## config.mk

```make
export PLATFORM = sky130hd
export DESIGN_NAME = rcne_ctrl
export DESIGN_NICKNAME = d
export VERILOG_FILES = /design/src/raft_consensus_node_engine_top_macros.svh /design/src/rcne_pkg.sv /design/src/rcne_ctrl.sv
export SDC_FILE = /design/constraint.sdc
export NUM_CORES = 1
export LEC_CHECK = 0
export ABC_AREA = 1
export BUFFER_PORTS_ARGS = -buffer_cell sky130_fd_sc_hd__clkbuf_2
export CORE_AREA = 3 3 40 42
export DETAILED_ROUTE_END_ITERATION = 12
export DIE_AREA = 0 0 43 45
export SYNTH_ARGS = -nofsm -noshare
export SYNTH_HDL_FRONTEND = slang
export SYNTH_SLANG_ARGS = --single-unit
```

## constraint.sdc

```tcl
create_clock -name clk -period 1.2 [get_ports clk]
set_input_delay 0.24 -clock clk [delete_from_list [all_inputs] [get_ports clk]]
set_output_delay 0.24 -clock clk [all_outputs]
set_load 0.01 [all_outputs]
```

## src/raft_consensus_node_engine_top_macros.svh

```systemverilog
// Assertion macros for the Raft node engine.
// Used by the top level only. It needs clk and rst_n in scope.
`ifndef RAFT_CONSENSUS_NODE_ENGINE_TOP_MACROS_SVH
`define RAFT_CONSENSUS_NODE_ENGINE_TOP_MACROS_SVH

// The consequent must hold in the same cycle as the trigger.
`define RCNE_ASSERT_SAME(lbl, trig, cons, msg) \
  lbl: assert property (@(posedge clk) disable iff (!rst_n) (trig) |-> (cons)) \
    else $error(msg);

// The consequent must hold in the cycle after the trigger.
`define RCNE_ASSERT_NEXT(lbl, trig, cons, msg) \
  lbl: assert property (@(posedge clk) disable iff (!rst_n) (trig) |=> (cons)) \
    else $error(msg);

`endif

```

## src/rcne_pkg.sv

```systemverilog
// Shared types, codes and constants of the Raft node engine.
// No dependencies; imported by the controller, datapath, top level and testbench.
`timescale 1ns / 1ps

package rcne_pkg;

  // Log storage geometry.
  localparam int LOG_DEPTH = 1024;
  localparam int LOG_AW    = $clog2(LOG_DEPTH);
  localparam int CMD_W     = 64;
  localparam int IDX_W     = 31;
  localparam int MEM_W     = IDX_W + CMD_W;

  localparam logic [IDX_W-1:0] IDX_MAX = {IDX_W{1'b1}};
  localparam logic [4:0]       NO_VOTE = 5'd16;

  typedef enum logic [2:0] {
    CMD_APP_HDR  = 3'd0,
    CMD_APP_ENT  = 3'd1,
    CMD_VOTE_REQ = 3'd2,
    CMD_VOTE_RSP = 3'd3,
    CMD_TIMEOUT  = 3'd4,
    CMD_APPLY    = 3'd5
  } cmd_t;

  typedef enum logic [2:0] {
    KIND_APP_RSP  = 3'd0,
    KIND_VOTE_RSP = 3'd1,
    KIND_VOTE_REQ = 3'd2,
    KIND_APPLY    = 3'd3,
    KIND_LEADER   = 3'd4
  } kind_t;

  typedef enum logic [2:0] {
    ST_OK       = 3'd0,
    ST_STALE    = 3'd1,
    ST_TOO_NEW  = 3'd2,
    ST_TOO_OLD  = 3'd3,
    ST_MISMATCH = 3'd4,
    ST_FULL     = 3'd5,
    ST_VOTED    = 3'd6,
    ST_BEHIND   = 3'd7
  } status_t;

  typedef enum logic [1:0] {
    ROLE_FOLLOWER  = 2'd0,
    ROLE_CANDIDATE = 2'd1,
    ROLE_LEADER    = 2'd2
  } role_t;

  typedef enum logic [2:0] {
    REG_NODE_ID    = 3'd0,
    REG_NODE_COUNT = 3'd1,
    REG_SNAP_INDEX = 3'd2,
    REG_SNAP_TERM  = 3'd3,
    REG_REST_TERM  = 3'd4,
    REG_REST_VOTE  = 3'd5
  } reg_t;

  typedef enum logic [2:0] {
    S_IDLE,
    S_READ,
    S_EVAL,
    S_SRCH_RD,
    S_SRCH_CMP,
    S_EMIT
  } state_t;

  // Commands from the controller to the datapath.
  typedef struct packed {
    logic load;
    logic rd_item;
    logic eval;
    logic srch_rd;
    logic srch_cmp;
    logic push;
  } ctl_t;

  // Status from the datapath to the controller.
  typedef struct packed {
    logic need_search;
    logic has_res;
    logic srch_end;
    logic srch_hit;
    logic out_free;
  } sts_t;

  // Saturating increment of an index or term.
  function automatic logic [IDX_W-1:0] inc_sat(input logic [IDX_W-1:0] v);
    inc_sat = (v == IDX_MAX) ? IDX_MAX : v + 1'b1;
  endfunction

endpackage

```

## src/rcne_ctrl.sv

```systemverilog
// Controller state machine of the Raft node engine.
// Depends on rcne_pkg; drives the datapath through ctl_t, reads sts_t.
`timescale 1ns / 1ps

module rcne_ctrl import rcne_pkg::*; (
  input  logic clk,
  input  logic rst_n,
  input  logic in_valid,
  output logic in_ready,
  input  sts_t sts,
  output ctl_t ctl
);

  state_t state_r, state_nxt;

  // State register.
  always_ff @(posedge clk) begin
    if (!rst_n) begin
      state_r <= S_IDLE;
    end else begin
      state_r <= state_nxt;
    end
  end

  // Next state.
  always_comb begin
    state_nxt = state_r;
    case (state_r)
      S_IDLE: begin
        if (in_valid) state_nxt = S_READ;
      end
      S_READ: state_nxt = S_EVAL;
      S_EVAL: begin
        if (sts.need_search) state_nxt = S_SRCH_RD;
        else if (sts.has_res) state_nxt = S_EMIT;
        else state_nxt = S_IDLE;
      end
      S_SRCH_RD: begin
        state_nxt = sts.srch_end ? S_EMIT : S_SRCH_CMP;
      end
      S_SRCH_CMP: begin
        state_nxt = sts.srch_hit ? S_EMIT : S_SRCH_RD;
      end
      S_EMIT: begin
        if (sts.out_free) state_nxt = S_IDLE;
      end
      default: state_nxt = S_IDLE;
    endcase
  end

  // Command outputs.
  always_comb begin
    ctl      = '0;
    in_ready = 1'b0;
    case (state_r)
      S_IDLE: begin
        in_ready = 1'b1;
        ctl.load = in_valid;
      end
      S_READ:     ctl.rd_item  = 1'b1;
      S_EVAL:     ctl.eval     = 1'b1;
      S_SRCH_RD:  ctl.srch_rd  = 1'b1;
      S_SRCH_CMP: ctl.srch_cmp = 1'b1;
      S_EMIT:     ctl.push     = sts.out_free;
      default:    ctl          = '0;
    endcase
  end

endmodule

```

==> run metrics <==
FFs w/ async S/R, synth=0%; status=complete, but fails checks; clk sinks=3; I/O pin count=15; detailed placement HPWL=578 um; wire per inst=9.85 um; final hold vios=0; unrepaired setup endpoints after global routing=true; initial antenna violation count=0; nature of the critical path endpoint=output port; Regs by FF count=state_r: 3 flops; Post-synth EDFFs=0; Die Area=1940 um2; max_cap viols=0; prevailing post-synth register cell=dfxtp_1; gr usage total=9.16%; synthesized area=250 um2; pin count of the biggest net entering global routing=8; final slew viol count=0; crit start category=register; fmax=0.790 GHz; sequential cell area=71.3 um2; # setup viols final=5; Post-Place Cells=75; ANT nets after route=0; DR vias/cell=4.50; drt initial violations=7; Critical Path Fanout Max=3; filler cell count in the final layout=144; Post-Synthesis Cells=44; Yosys warnings=0; H-tree levels=1; Via Count=378; Reg clk slew, reported paths=40 ps; Hold Slack=236 ps; Top Family by Delay on Critical Path=flip-flops; grt ovf=0; Synth area leader=dfxtp_1; Area contributors post-synth=dfxtp_1 24%, inv_1 15%, nand2_1 11%; number of flip-flops in the largest register=3; count of cell types in the netlist=14; actual slew at the worst max-slew pin=188 ps; count leader, synth=inv_1; Max-Slew Margin vs Limit=87.3%; CTS Hold Bufs=0; Seq/Total Area, Yosys=24.0%; Commonest cells post-synth=10 x inv_1, 7 x nand2_1, 5 x nand3_1; Area Overhead vs Synth=110%; Ant. Diodes=0; CP max-delay cell=dfxtp_4; Buf/Inv on CP=2; power per cell area=1370 nW/um2; Pre-Repair DR Iteration Count=4; HP Class=input pin to register; Largest Register=state_r; Final #Nets=78; Die Ht=45 um; layout cells sized above 1=60.9%; Tcrit/Tclk final=105%; syn_nets=52; Die W=43 um; later-pin clock latency in the skew report=230 ps; drt drc=0; Syn Area/Cell=5.69 um2; Core Area=1280 um2; post-synth top area share=24.0%; Critical Path Max Stage Delay=350 ps; multi-input logic area=194 um2; Root Buffer Master=clkbuf_4; I/O Buffers=14; Cell Rows=13; Max Root-Sink Buffers=2; final RePlAce weighted congestion=0.754; CTS buffer count=3; Peak VDD IR=0.461 mV; CTS tree=built; Seq cells post-synth=3; Worst Path Class, Setup=register to output port; Setup Skew=2.42 ps; crit path time final=1270 ps; violated checks=negative setup slack; Initial Utilization=19.5%; vias in the first global route=337; Final Non-Filler Cells=84; required time worst endpoint=960 ps; Worst EP arrival=1030 ps; final setup margin=-65.9 ps; crit-path cells=inv_4 > nor4_2 > buf_2; final wirelength=827 um; first-pass GRT wire length=1.33 mm; leakage power=0.277 nW
stage by stage:
step	TNS [ps]	util, %	total power [mW]	setup slack [ps]	area [um2]
final	-143	41.0	0.721	-65.9	527
after global placement	0	27.6	0.381	52.6	354
after CTS	-238	35.2	0.647	-60.3	452
after detailed placement	0	27.6	0.380	54.1	354
after global routing	-422	41.0	0.780	-126	527
after floorplan	0	-	0.286	63.9	250
repair_timing:
item	CTS	global route
endpoints found under the setup margin	7	7
gates cloned	0	0
resized for setup	18	19
buffers inserted	2	3
pin swaps	2	3
final cells by class:
type                            instances  share of cell area [%]
Inverter                               13                    11.6
Tap cell                               15                    3.56
Timing Repair Buffer                   21                    29.5
Multi-Input combinational cell         28                    36.8
Sequential cell                         3                    13.5
Clock buffer                            4                    4.99
worst min-delay path, cell delays in order:
cell and delay [ps]:
clkbuf_2 90, o21ai_1 60, inv_1 40
cells by family after synthesis:
| family | count (synthesis) | synth area share, % |
|---|---|---|
| flops | 3 | 24.0 |
| compound gates | 4 | 8.00 |
| buf+inv | 13 | 19.5 |
| simple gates | 24 | 48.5 |
layout by cell type, fill, tap and decap left out:
cell	netlist	layout
nand3_2	0	1
inv_4	0	1
nor2_2	2	1
clkbuf_1	0	1
nand2_1	7	6
nor2_4	1	2
nor2_1	3	3
nor3_1	2	1
nor4_2	0	1
nand4_1	2	2
buf_6	0	6
inv_2	3	3
buf_4	0	5
nand3_1	5	3
inv_6	0	2
clkbuf_2	0	7
nor3_4	0	1
nand3_4	0	1
clkbuf_4	0	3
buf_2	0	3
dfxtp_4	0	3
inv_1	10	7
o21ai_1	2	2
nand2_4	0	2
a21oi_1	2	2
path summary, 6_finish.rpt:
path               from  slack (ps)  cells after the start         end
max reg2reg  state_r[1]         110                      8  state_r[0]
max          state_r[0]         -70                      3      ctl[0]
min               rst_n         240                      3  state_r[1]
min reg2reg  state_r[2]         620                      2  state_r[0]
routing by layer:
layer	vias up	GRT usage, %	part of all wire, %	routed length, um
met1	177	11.3	41	338
li1	193	-	-	-
met2	8	15.0	53	440
met3	0	1.59	5.8	48
met5	-	0	0	0
met4	0	5.42	0	0
report_power, final:
part           total, mW  switching [mW]  internal (mW)
logic              0.393           0.201          0.192
registers          0.152          0.0295          0.123
clock network      0.175          0.0506          0.125
Power figures use the tool's default switching activity.
